### config.mk
export PLATFORM = sky130hd
export DESIGN_NAME = servo_refresh_scheduler_core_flat
export DESIGN_NICKNAME = d
export VERILOG_FILES = /design/src/design/srs_pkg.sv /design/src/design/srs_req_if.sv /design/src/design/srs_rsp_if.sv /design/src/design/srs_cell.sv /design/src/design/srs_head.sv /design/src/design/servo_refresh_scheduler_core.sv /design/src/flat_wrapper.sv
export SDC_FILE = /design/constraint.sdc
export NUM_CORES = 2
export LEC_CHECK = 0
export BUFFER_PORTS_ARGS = -buffer_cell sky130_fd_sc_hd__buf_2
export CORE_ASPECT_RATIO = 0.6
export CORE_MARGIN = 5
export CORE_UTILIZATION = 54
export CTS_CLUSTER_DIAMETER = 80
export CTS_CLUSTER_SIZE = 14
export DETAILED_ROUTE_END_ITERATION = 16
export MAX_ROUTING_LAYER = met4
export PLACE_DENSITY = 0.69
export SKIP_LAST_GASP = 1
export SYNTH_ARGS = -nofsm -noshare
export SYNTH_HDL_FRONTEND = slang
export SYNTH_SLANG_ARGS = --single-unit
### constraint.sdc
create_clock -name clk -period 10.8 [get_ports clk]
set_input_delay 1.08 -clock clk [delete_from_list [all_inputs] [get_ports clk]]
set_output_delay 1.08 -clock clk [all_outputs]
set_load 0.005 [all_outputs]
### src/design/srs_pkg.sv
`timescale 1ns / 1ps

package srs_pkg;

    localparam logic [15:0] TIMER_IDLE = 16'hFFFF;

    typedef enum logic [1:0] {
        REQ_TICK     = 2'd0,
        REQ_POSITION = 2'd1,
        REQ_SPEED    = 2'd2,
        REQ_SETUP    = 2'd3
    } req_kind_t;

    typedef enum logic [1:0] {
        ST_IDLE,
        ST_SCAN,
        ST_CLEAR,
        ST_DELIVER
    } ctrl_state_t;

    // One servo's entry as it travels around the ring.
    typedef struct packed {
        logic [7:0]  user_pos;
        logic [7:0]  sent_pos;
        logic [7:0]  speed;
        logic        pending;
        logic [15:0] timer;
        logic [15:0] duration;
        logic        rel_en;
        logic [7:0]  lo;
        logic        lo_on;
        logic [7:0]  hi;
        logic        hi_on;
    } servo_rec_t;

    // Request fields that the head cell needs, latched at the input transfer.
    typedef struct packed {
        req_kind_t   kind;
        logic [7:0]  position_cmd;
        logic [7:0]  speed_cmd;
        logic [7:0]  min_limit;
        logic        min_limit_on;
        logic [7:0]  max_limit;
        logic        max_limit_on;
        logic [15:0] release_ticks;
        logic        release_on;
    } req_item_t;

    typedef struct packed {
        logic tick_step;
        logic cmd_hit;
        logic clear_hit;
    } head_ctl_t;

endpackage

### src/design/srs_req_if.sv
`timescale 1ns / 1ps

interface srs_req_if;
    logic        valid;
    logic        ready;
    logic [1:0]  req_type;
    logic [4:0]  servo_number;
    logic [7:0]  position_cmd;
    logic [7:0]  speed_cmd;
    logic [7:0]  min_limit;
    logic        min_limit_on;
    logic [7:0]  max_limit;
    logic        max_limit_on;
    logic [15:0] release_ticks;
    logic        release_on;

    modport source (
        output valid, req_type, servo_number, position_cmd, speed_cmd, min_limit,
               min_limit_on, max_limit, max_limit_on, release_ticks, release_on,
        input  ready
    );

    modport sink (
        input  valid, req_type, servo_number, position_cmd, speed_cmd, min_limit,
               min_limit_on, max_limit, max_limit_on, release_ticks, release_on,
        output ready
    );
endinterface

### src/design/srs_rsp_if.sv
`timescale 1ns / 1ps

interface srs_rsp_if;
    logic       valid;
    logic       ready;
    logic [4:0] register_number;
    logic [7:0] position_value;

    modport source (
        output valid, register_number, position_value,
        input  ready
    );

    modport sink (
        input  valid, register_number, position_value,
        output ready
    );
endinterface

### src/design/srs_cell.sv
`timescale 1ns / 1ps

module srs_cell #(
    parameter int DEFAULT_RELEASE_TICKS = 100
) (
    input  logic                clk,
    input  logic                rst_n,
    input  logic                shift_en,
    input  srs_pkg::servo_rec_t d,
    output srs_pkg::servo_rec_t q
);
    import srs_pkg::*;

    localparam servo_rec_t ResetRec = '{
        user_pos: 8'd0,
        sent_pos: 8'd0,
        speed:    8'd0,
        pending:  1'b1,
        timer:    TIMER_IDLE,
        duration: 16'(DEFAULT_RELEASE_TICKS),
        rel_en:   1'b1,
        lo:       8'd0,
        lo_on:    1'b0,
        hi:       8'd0,
        hi_on:    1'b0
    };

    servo_rec_t rec_reg;

    always_ff @(posedge clk or negedge rst_n)
    begin
        if (!rst_n)
        begin
            rec_reg <= ResetRec;
        end
        else if (shift_en)
        begin
            rec_reg <= d;
        end
    end

    assign q = rec_reg;

endmodule

### src/design/srs_head.sv
`timescale 1ns / 1ps

module srs_head (
    input  srs_pkg::servo_rec_t cur,
    input  srs_pkg::req_item_t  item,
    input  srs_pkg::head_ctl_t  ctl,
    output srs_pkg::servo_rec_t nxt
);
    import srs_pkg::*;

    logic [7:0]  clamped;
    logic [15:0] bumped;

    always_comb
    begin
        clamped = item.position_cmd;
        if (cur.lo_on && item.position_cmd < cur.lo)
        begin
            clamped = cur.lo;
        end
        // The upper clamp wins when the two clamps conflict.
        if (cur.hi_on && item.position_cmd > cur.hi)
        begin
            clamped = cur.hi;
        end

        bumped = cur.timer + 16'd1;
        nxt    = cur;

        if (ctl.tick_step && cur.timer != TIMER_IDLE)
        begin
            nxt.timer = bumped;
            if (cur.rel_en && bumped > cur.duration)
            begin
                nxt.timer    = TIMER_IDLE;
                nxt.sent_pos = 8'd0;
                nxt.pending  = 1'b1;
            end
        end

        if (ctl.clear_hit)
        begin
            nxt.pending = 1'b0;
        end

        if (ctl.cmd_hit)
        begin
            case (item.kind)
                REQ_POSITION:
                begin
                    if (cur.user_pos != clamped)
                    begin
                        nxt.user_pos = clamped;
                        nxt.sent_pos = clamped;
                        nxt.pending  = 1'b1;
                        if (cur.rel_en)
                        begin
                            nxt.timer = 16'd0;
                        end
                    end
                end
                REQ_SPEED:
                begin
                    if (cur.speed != item.speed_cmd)
                    begin
                        nxt.speed   = item.speed_cmd;
                        nxt.pending = 1'b1;
                    end
                end
                REQ_SETUP:
                begin
                    nxt.lo       = item.min_limit;
                    nxt.lo_on    = item.min_limit_on;
                    nxt.hi       = item.max_limit;
                    nxt.hi_on    = item.max_limit_on;
                    nxt.duration = item.release_ticks;
                    nxt.rel_en   = item.release_on;
                end
                default:
                begin
                end
            endcase
        end
    end

endmodule

### src/design/servo_refresh_scheduler_core.sv
`timescale 1ns / 1ps
// Sequence: a command, a setup or a tick with nothing pending takes one ring turn in ST_SCAN;
// a tick that finds a pending servo takes a ring turn for timers and the search, a turn in
// ST_CLEAR to clear the flag and ST_DELIVER to load the write, longer while rsp is stalled.
// Throughput: one item at a time; the servo table circulates through a ring of
// cells past a single update head, one entry per cycle while scanning or clearing.
// Reset: asynchronous, active low; every entry returns to its default, all pending.
module servo_refresh_scheduler_core #(
    parameter int NUM_SERVOS            = 20,
    parameter int DEFAULT_RELEASE_TICKS = 100
) (
    input  logic     clk,
    input  logic     rst_n,
    srs_req_if.sink  req,
    srs_rsp_if.source rsp
);
    import srs_pkg::*;

    localparam int IdxW = (NUM_SERVOS > 1) ? $clog2(NUM_SERVOS) : 1;
    localparam logic [IdxW-1:0] LastIdx = IdxW'(NUM_SERVOS - 1);

    ctrl_state_t state_reg, state_next;
    logic [IdxW-1:0] k_reg, k_next;
    logic [IdxW-1:0] last_reg, last_next;
    logic [IdxW-1:0] hi_idx_reg, hi_idx_next;
    logic [IdxW-1:0] lo_idx_reg, lo_idx_next;
    logic            found_hi_reg, found_hi_next;
    logic            found_lo_reg, found_lo_next;
    req_item_t       item_reg;
    logic [4:0]      sidx_reg;
    logic            addr_ok_reg;
    logic [7:0]      pos_hold_reg;
    logic            rsp_valid_reg, rsp_valid_next;
    logic [4:0]      rsp_num_reg;
    logic [7:0]      rsp_pos_reg;

    servo_rec_t ring_q [NUM_SERVOS];
    servo_rec_t head_nxt;
    head_ctl_t  ctl;
    logic       shift_en;
    logic       in_xfer;
    logic       is_tick;
    logic       out_free;
    logic       load_rsp;

    assign is_tick  = (item_reg.kind == REQ_TICK);
    assign in_xfer  = req.valid && req.ready;
    assign out_free = !rsp_valid_reg || rsp.ready;
    assign shift_en = (state_reg == ST_SCAN) || (state_reg == ST_CLEAR);

    assign ctl.tick_step = (state_reg == ST_SCAN) && is_tick;
    assign ctl.cmd_hit   = (state_reg == ST_SCAN) && !is_tick && addr_ok_reg
                           && (5'(k_reg) == sidx_reg);
    assign ctl.clear_hit = (state_reg == ST_CLEAR) && (k_reg == last_reg);

    // The entry at cell 0 passes through the head and re-enters at the far end.
    for (genvar i = 0; i < NUM_SERVOS; i++)
    begin : g_ring
        servo_rec_t cell_d;
        if (i == NUM_SERVOS - 1)
        begin : g_tail
            assign cell_d = head_nxt;
        end
        else
        begin : g_mid
            assign cell_d = ring_q[i+1];
        end
        srs_cell #(
            .DEFAULT_RELEASE_TICKS(DEFAULT_RELEASE_TICKS)
        ) u_cell (
            .clk      (clk),
            .rst_n    (rst_n),
            .shift_en (shift_en),
            .d        (cell_d),
            .q        (ring_q[i])
        );
    end

    srs_head u_head (
        .cur  (ring_q[0]),
        .item (item_reg),
        .ctl  (ctl),
        .nxt  (head_nxt)
    );

    always_comb
    begin
        state_next     = state_reg;
        k_next         = k_reg;
        last_next      = last_reg;
        hi_idx_next    = hi_idx_reg;
        lo_idx_next    = lo_idx_reg;
        found_hi_next  = found_hi_reg;
        found_lo_next  = found_lo_reg;
        rsp_valid_next = rsp_valid_reg && !rsp.ready;
        load_rsp       = 1'b0;
        req.ready      = (state_reg == ST_IDLE);

        case (state_reg)
            ST_IDLE:
            begin
                if (in_xfer)
                begin
                    k_next        = '0;
                    found_hi_next = 1'b0;
                    found_lo_next = 1'b0;
                    state_next    = ST_SCAN;
                end
            end
            ST_SCAN:
            begin
                // Round-robin search: first pending entry above the last one
                // served, else the first pending entry overall.
                if (ctl.tick_step && head_nxt.pending)
                begin
                    if (!found_lo_reg)
                    begin
                        found_lo_next = 1'b1;
                        lo_idx_next   = k_reg;
                    end
                    if (!found_hi_reg && k_reg > last_reg)
                    begin
                        found_hi_next = 1'b1;
                        hi_idx_next   = k_reg;
                    end
                end
                k_next = k_reg + IdxW'(1);
                if (k_reg == LastIdx)
                begin
                    k_next     = '0;
                    state_next = ST_IDLE;
                    if (is_tick && (found_hi_next || found_lo_next))
                    begin
                        last_next  = found_hi_next ? hi_idx_next : lo_idx_next;
                        state_next = ST_CLEAR;
                    end
                end
            end
            ST_CLEAR:
            begin
                k_next = k_reg + IdxW'(1);
                if (k_reg == LastIdx)
                begin
                    k_next     = '0;
                    state_next = ST_DELIVER;
                end
            end
            ST_DELIVER:
            begin
                if (out_free)
                begin
                    load_rsp       = 1'b1;
                    rsp_valid_next = 1'b1;
                    state_next     = ST_IDLE;
                end
            end
            default:
            begin
                state_next = ST_IDLE;
            end
        endcase
    end

    always_ff @(posedge clk or negedge rst_n)
    begin
        if (!rst_n)
        begin
            state_reg     <= ST_IDLE;
            k_reg         <= '0;
            last_reg      <= '0;
            found_hi_reg  <= 1'b0;
            found_lo_reg  <= 1'b0;
            rsp_valid_reg <= 1'b0;
        end
        else
        begin
            state_reg     <= state_next;
            k_reg         <= k_next;
            last_reg      <= last_next;
            found_hi_reg  <= found_hi_next;
            found_lo_reg  <= found_lo_next;
            rsp_valid_reg <= rsp_valid_next;
        end
    end

    always_ff @(posedge clk)
    begin
        hi_idx_reg <= hi_idx_next;
        lo_idx_reg <= lo_idx_next;
        if (in_xfer)
        begin
            item_reg.kind          <= req_kind_t'(req.req_type);
            item_reg.position_cmd  <= req.position_cmd;
            item_reg.speed_cmd     <= req.speed_cmd;
            item_reg.min_limit     <= req.min_limit;
            item_reg.min_limit_on  <= req.min_limit_on;
            item_reg.max_limit     <= req.max_limit;
            item_reg.max_limit_on  <= req.max_limit_on;
            item_reg.release_ticks <= req.release_ticks;
            item_reg.release_on    <= req.release_on;
            sidx_reg               <= req.servo_number - 5'd1;
            addr_ok_reg            <= (req.servo_number != 5'd0)
                                      && (req.servo_number <= 5'(NUM_SERVOS));
        end
        if (ctl.clear_hit)
        begin
            pos_hold_reg <= head_nxt.sent_pos;
        end
        if (load_rsp)
        begin
            rsp_num_reg <= 5'(last_reg) + 5'd1;
            rsp_pos_reg <= pos_hold_reg;
        end
    end

    assign rsp.valid           = rsp_valid_reg;
    assign rsp.register_number = rsp_num_reg;
    assign rsp.position_value  = rsp_pos_reg;

endmodule

### src/flat_wrapper.sv
// flat-port wrapper written by rule: the top's interface ports become plain ports
module servo_refresh_scheduler_core_flat import srs_pkg::*;
#(
    parameter int NUM_SERVOS            = 20,
    parameter int DEFAULT_RELEASE_TICKS = 100
)
  (clk, rst_n, req_valid, req_req_type, req_servo_number, req_position_cmd, req_speed_cmd, req_min_limit, req_min_limit_on, req_max_limit, req_max_limit_on, req_release_ticks, req_release_on, req_ready, rsp_valid, rsp_register_number, rsp_position_value, rsp_ready);
  srs_req_if req_i ();
  srs_rsp_if rsp_i ();
  input  logic clk;
  input  logic rst_n;
  input wire logic [$bits(req_i.valid)-1:0] req_valid;
  input wire logic [$bits(req_i.req_type)-1:0] req_req_type;
  input wire logic [$bits(req_i.servo_number)-1:0] req_servo_number;
  input wire logic [$bits(req_i.position_cmd)-1:0] req_position_cmd;
  input wire logic [$bits(req_i.speed_cmd)-1:0] req_speed_cmd;
  input wire logic [$bits(req_i.min_limit)-1:0] req_min_limit;
  input wire logic [$bits(req_i.min_limit_on)-1:0] req_min_limit_on;
  input wire logic [$bits(req_i.max_limit)-1:0] req_max_limit;
  input wire logic [$bits(req_i.max_limit_on)-1:0] req_max_limit_on;
  input wire logic [$bits(req_i.release_ticks)-1:0] req_release_ticks;
  input wire logic [$bits(req_i.release_on)-1:0] req_release_on;
  output wire logic [$bits(req_i.ready)-1:0] req_ready;
  output wire logic [$bits(rsp_i.valid)-1:0] rsp_valid;
  output wire logic [$bits(rsp_i.register_number)-1:0] rsp_register_number;
  output wire logic [$bits(rsp_i.position_value)-1:0] rsp_position_value;
  input wire logic [$bits(rsp_i.ready)-1:0] rsp_ready;
  assign req_i.valid = req_valid;
  assign req_i.req_type = req_req_type;
  assign req_i.servo_number = req_servo_number;
  assign req_i.position_cmd = req_position_cmd;
  assign req_i.speed_cmd = req_speed_cmd;
  assign req_i.min_limit = req_min_limit;
  assign req_i.min_limit_on = req_min_limit_on;
  assign req_i.max_limit = req_max_limit;
  assign req_i.max_limit_on = req_max_limit_on;
  assign req_i.release_ticks = req_release_ticks;
  assign req_i.release_on = req_release_on;
  assign req_ready = req_i.ready;
  assign rsp_valid = rsp_i.valid;
  assign rsp_register_number = rsp_i.register_number;
  assign rsp_position_value = rsp_i.position_value;
  assign rsp_i.ready = rsp_ready;
  servo_refresh_scheduler_core #(.NUM_SERVOS(NUM_SERVOS), .DEFAULT_RELEASE_TICKS(DEFAULT_RELEASE_TICKS)) u_core (.clk(clk), .rst_n(rst_n), .req(req_i), .rsp(rsp_i));
endmodule
==> impl_metrics.env <==
export IMPL_outcome="complete, no violations"
export IMPL_total_vias_in_the_final_route=29910
export IMPL_register_area_share_after_synthesis_pct=66.05
export IMPL_timing_slew_headroom_pct=25.45
export IMPL_worst_r2r_setup_slack_ps=5820
export IMPL_core_um2=116300
export IMPL_cts_root_to_sink_buffers=3
export IMPL_detailedRoute_firstIterationViolations=1829
export IMPL_avgSynthCellArea_um2=15.94
export IMPL_sw_frac_of_total_pct=27.91
export IMPL_top_level_ports=77
export IMPL_max_freq_mhz=201.0
export IMPL_height_of_the_die_um=274.7
export IMPL_power_clock_fraction_pct=23.0
export IMPL_dp_hpwl_mm=58.79
export IMPL_cp_end_kind="flip-flop"
export IMPL_pins_over_their_slew_limit=0
export IMPL_area_growth_syn_to_layout_pct=9.164
export IMPL_cap_viol_max_count=0
export IMPL_synth_warning_count=0
export IMPL_floorplan_initialDensity_pct=54.22
export IMPL_vdd_drop_max_mv=0.2304
export IMPL_power_frac_comb_pct=27.7
export IMPL_synth_cells=3955
export IMPL_nature_of_the_critical_path_startpoint="flip-flop"
export IMPL_final_layout_size_suffix_gt1_share_pct=52.23
export IMPL_worstSkewPairLatency_ps=740
export IMPL_powerDensity_nw_per_um2=283.8
export IMPL_tritoncts="done"
export IMPL_grt_usage_pct=16.82
export IMPL_via_count_of_the_first_global_routing_pass=31020
export IMPL_design_die_area_um2=123900
export IMPL_min_period_over_period_pct=46.07
export IMPL_wire_length_of_the_first_global_routing_pass_mm=166.8
export IMPL_cp_slowest_cell="dfstp_2"
export IMPL_synth_top_cells_by_area="dfrtp_1, mux2_2, dfstp_2"
export IMPL_min_path_type="input port to asynchronous set/reset pin"
export IMPL_crit_top_cell="and3_1"
export IMPL_nNetsFinal=4102
export IMPL_post_synth_num_cell_types=71
export IMPL_synth_seq_cells=1625
export IMPL_internal_power_mw=14.08
export IMPL_setup_viol=0
export IMPL_totalNegativeSetupSlack_ps=0
export IMPL_detailedRoute_firstPassIterationCount=6
export IMPL_sequential_share_of_power_pct=49.3
export IMPL_cts_buffers=134
export IMPL_fin_worst_skew_ps=21.66
export IMPL_total_leakage_power_nw=30.47
export IMPL_multi_input_comb_area_um2=20310
export IMPL_tritoncts_num_sinks=1625
export IMPL_clk_pin_slew_ps=60
export IMPL_critical_path_required_ps=11290
export IMPL_synth_cell_area_um2=63040
export IMPL_timing_hold_violations_final=0
export IMPL_r2r_worst_path_cells=17
export IMPL_post_drt_wl_per_cell_um=17.53
export IMPL_crit_fanout=15
export IMPL_filler_cell_count=8794
export IMPL_path_cells="and3_1 > and3_1 > nand3_1 > nor2_1 > and3_1 > nand3_1 > xnor2_1 > ha_1 > nand4_1 > or4_1 > nand4_1 > o41ai_2 > nor2_4 > nor2_1 > o211ai_2 > nor3_4 > mux2_1"
export IMPL_fin_ws_ps=5825
export IMPL_pre_cts_slack_ps=5867
export IMPL_grt_remaining_overflow=0
export IMPL_ys_dominant_reg_cell="dfrtp_1"
export IMPL_finalWeightedCongestion=0.8269
export IMPL_cts_setup_buffers=0
export IMPL_post_cts_resized_instances=0
export IMPL_post_synthesis_net_count=4066
export IMPL_critical_path_max_stage_delay_ps=590
export IMPL_seqCellArea_um2=41640
export IMPL_largest_reg_flops=1520
export IMPL_switchingPower_mw=5.452
export IMPL_synth_largest_area_cell="dfrtp_1"
export IMPL_worst_slew_pin_slew_ps=1118
export IMPL_cts_max_level=4
export IMPL_synth_edff_count=90
export IMPL_die_width_um=451.1
export IMPL_critPathKind="flip-flop to flip-flop"
export IMPL_grt_start_max_net_pins=198
export IMPL_ant_nets=0
export IMPL_holdBufCountCts=0
export IMPL_drc_errors=0
export IMPL_synthArstFlopShare_pct=94.46
export IMPL_grt_antenna_before_repair=3
export IMPL_setup_repair_after_global_routing_missed_its_margin="no"
export IMPL_timing_critical_path_arrival_ps=5460
export IMPL_std_cell_rows=97
export IMPL_final_period_minus_worst_setup_slack_ps=4975
export IMPL_detailed_route_vias_per_instance=5.337
export IMPL_wl_mm=98.24
export IMPL_root_buffer="clkbuf_16"
export IMPL_port_buffer_count=76
export IMPL_post_synth_top_area_fraction_pct=44.26
[worst max-delay path, delay by kind of cell (launching register included)]
kind / cells / cell delay (ps)
xor+xnor: 1 / 200
mux: 1 / 360
flops: 1 / 590
fa+ha+maj: 1 / 290
compound gates: 2 / 710
simple gates: 12 / 2550
[power by group through the flow]
stage          sequential, mW  clock [mW]  combinational (mW)
3_3_place_gp             9.66           0                5.29
2_1_floorplan            9.30           0                4.68
4_1_cts                  9.65        4.67                5.51
5_1_grt                  9.90        4.93                5.98
6_report                 9.63        4.49                5.42
3_5_place_dp             9.74           0                5.46
[layout make-up]
class                      instances  share of cell area, %
antenna                            4                0.01455
timing repair buffer             104                  1.116
multi-input combinational       2046                  29.51
clock inverter                     8                 0.1673
clock buffer                     202                  5.460
tap                             1534                  2.789
sequential                      1625                  60.51
inverter                          80                 0.4364
[metal layers]
metal,global-route usage [%],up-vias,share of wire [%]
met1,25.19,15390,51
met5,-,-,0
met4,5.160,0,2.2
li1,-,14070,-
met3,2.796,140,3.2
met2,23.73,304,43
[kinds of logic (layout without fill, tap and decap cells)]
family | Yosys count | count (layout) | share of synthesized area, %
AND/OR/NAND/NOR | 240 | 240 | 1.770
flip-flops | 1625 | 1625 | 66.05
buffers and inverters | 284 | 394 | 1.762
multiplexers | 1487 | 1487 | 26.45
XOR/XNOR | 49 | 49 | 0.6808
adder cells (fa/ha/maj) | 49 | 49 | 0.9726
AO/OA/AOI/OAI | 221 | 221 | 2.306
other | 0 | 4 | 0
[worst paths after layout]
check	startpoint	end
worst max register to register	u_core.g_ring[0].u_cell.q[37]	u_core.hi_idx_reg[1]
worst min-delay path	rst_n	u_core.g_ring[8].u_cell.q[12]
worst max-delay path	u_core.g_ring[0].u_cell.q[37]	u_core.hi_idx_reg[1]
worst min register to register	u_core.pos_hold_reg[5]	u_core.rsp.position_value[5]
min in group clk	u_core.pos_hold_reg[5]	u_core.rsp.position_value[5]
max in group asynchronous	rst_n	asynchronous set/reset pin
[metrics by stage]
step	instances	power, mW	cell area, um2	util (%)	hold WS (ps)
3_5_place_dp	5389	15.20	64930	55.85	409.7
6_report	5603	19.53	68820	59.19	372.9
3_3_place_gp	5389	14.95	64930	55.85	403.1
5_1_grt	5603	20.81	68820	59.19	421.5
2_1_floorplan	3955	13.98	63040	-	400.3
4_1_cts	5599	19.82	68810	59.18	376.9
[cells in the final DEF, fill, tap and decap left out, drive strengths merged, types with 5 or more instances in the layout]
| master | n |
|---|---|
| dfrtp | 1115 |
| o211ai | 5 |
| nand3 | 19 |
| nand2 | 78 |
| o2bb2ai | 5 |
| nor4 | 6 |
| o21ai | 58 |
| nor3 | 11 |
| a31oi | 11 |
| buf | 104 |
| dfstp | 420 |
| a211oi | 8 |
| xnor2 | 19 |
| nor2 | 85 |
| ha | 49 |
| mux2i | 58 |
| edfxtp | 90 |
| o22ai | 28 |
| nor2b | 8 |
| a21oi | 75 |
| nand4 | 12 |
| clkbuf | 202 |
| and3 | 6 |
| mux2 | 1429 |
| xor2 | 30 |
| inv | 85 |
| o21a | 5 |
[cells in the mapped netlist (all sizes together), types with 2 or more instances]
| cell type | count |
|---|---|
| a211o | 3 |
| a211oi | 8 |
| a21o | 2 |
| a21oi | 75 |
| a22o | 3 |
| a31o | 2 |
| a31oi | 11 |
| and2 | 4 |
| and3 | 6 |
| and4 | 2 |
| buf | 15 |
| clkbuf | 189 |
| dfrtp | 1115 |
| dfstp | 420 |
| edfxtp | 90 |
| ha | 49 |
| inv | 80 |
| mux2 | 1429 |
| mux2i | 58 |
| nand2 | 78 |
| nand2b | 2 |
| nand3 | 19 |
| nand4 | 12 |
| nor2 | 85 |
| nor2b | 8 |
| nor3 | 11 |
| nor4 | 6 |
| o2111ai | 2 |
| o211ai | 5 |
| o21a | 5 |
| o21ai | 58 |
| o221ai | 3 |
| o22a | 2 |
| o22ai | 28 |
| o2bb2ai | 5 |
| o31ai | 3 |
| o41ai | 2 |
| or2 | 2 |
| or3 | 2 |
| xnor2 | 19 |
| xor2 | 30 |
Power figures use the tool's default switching activity.
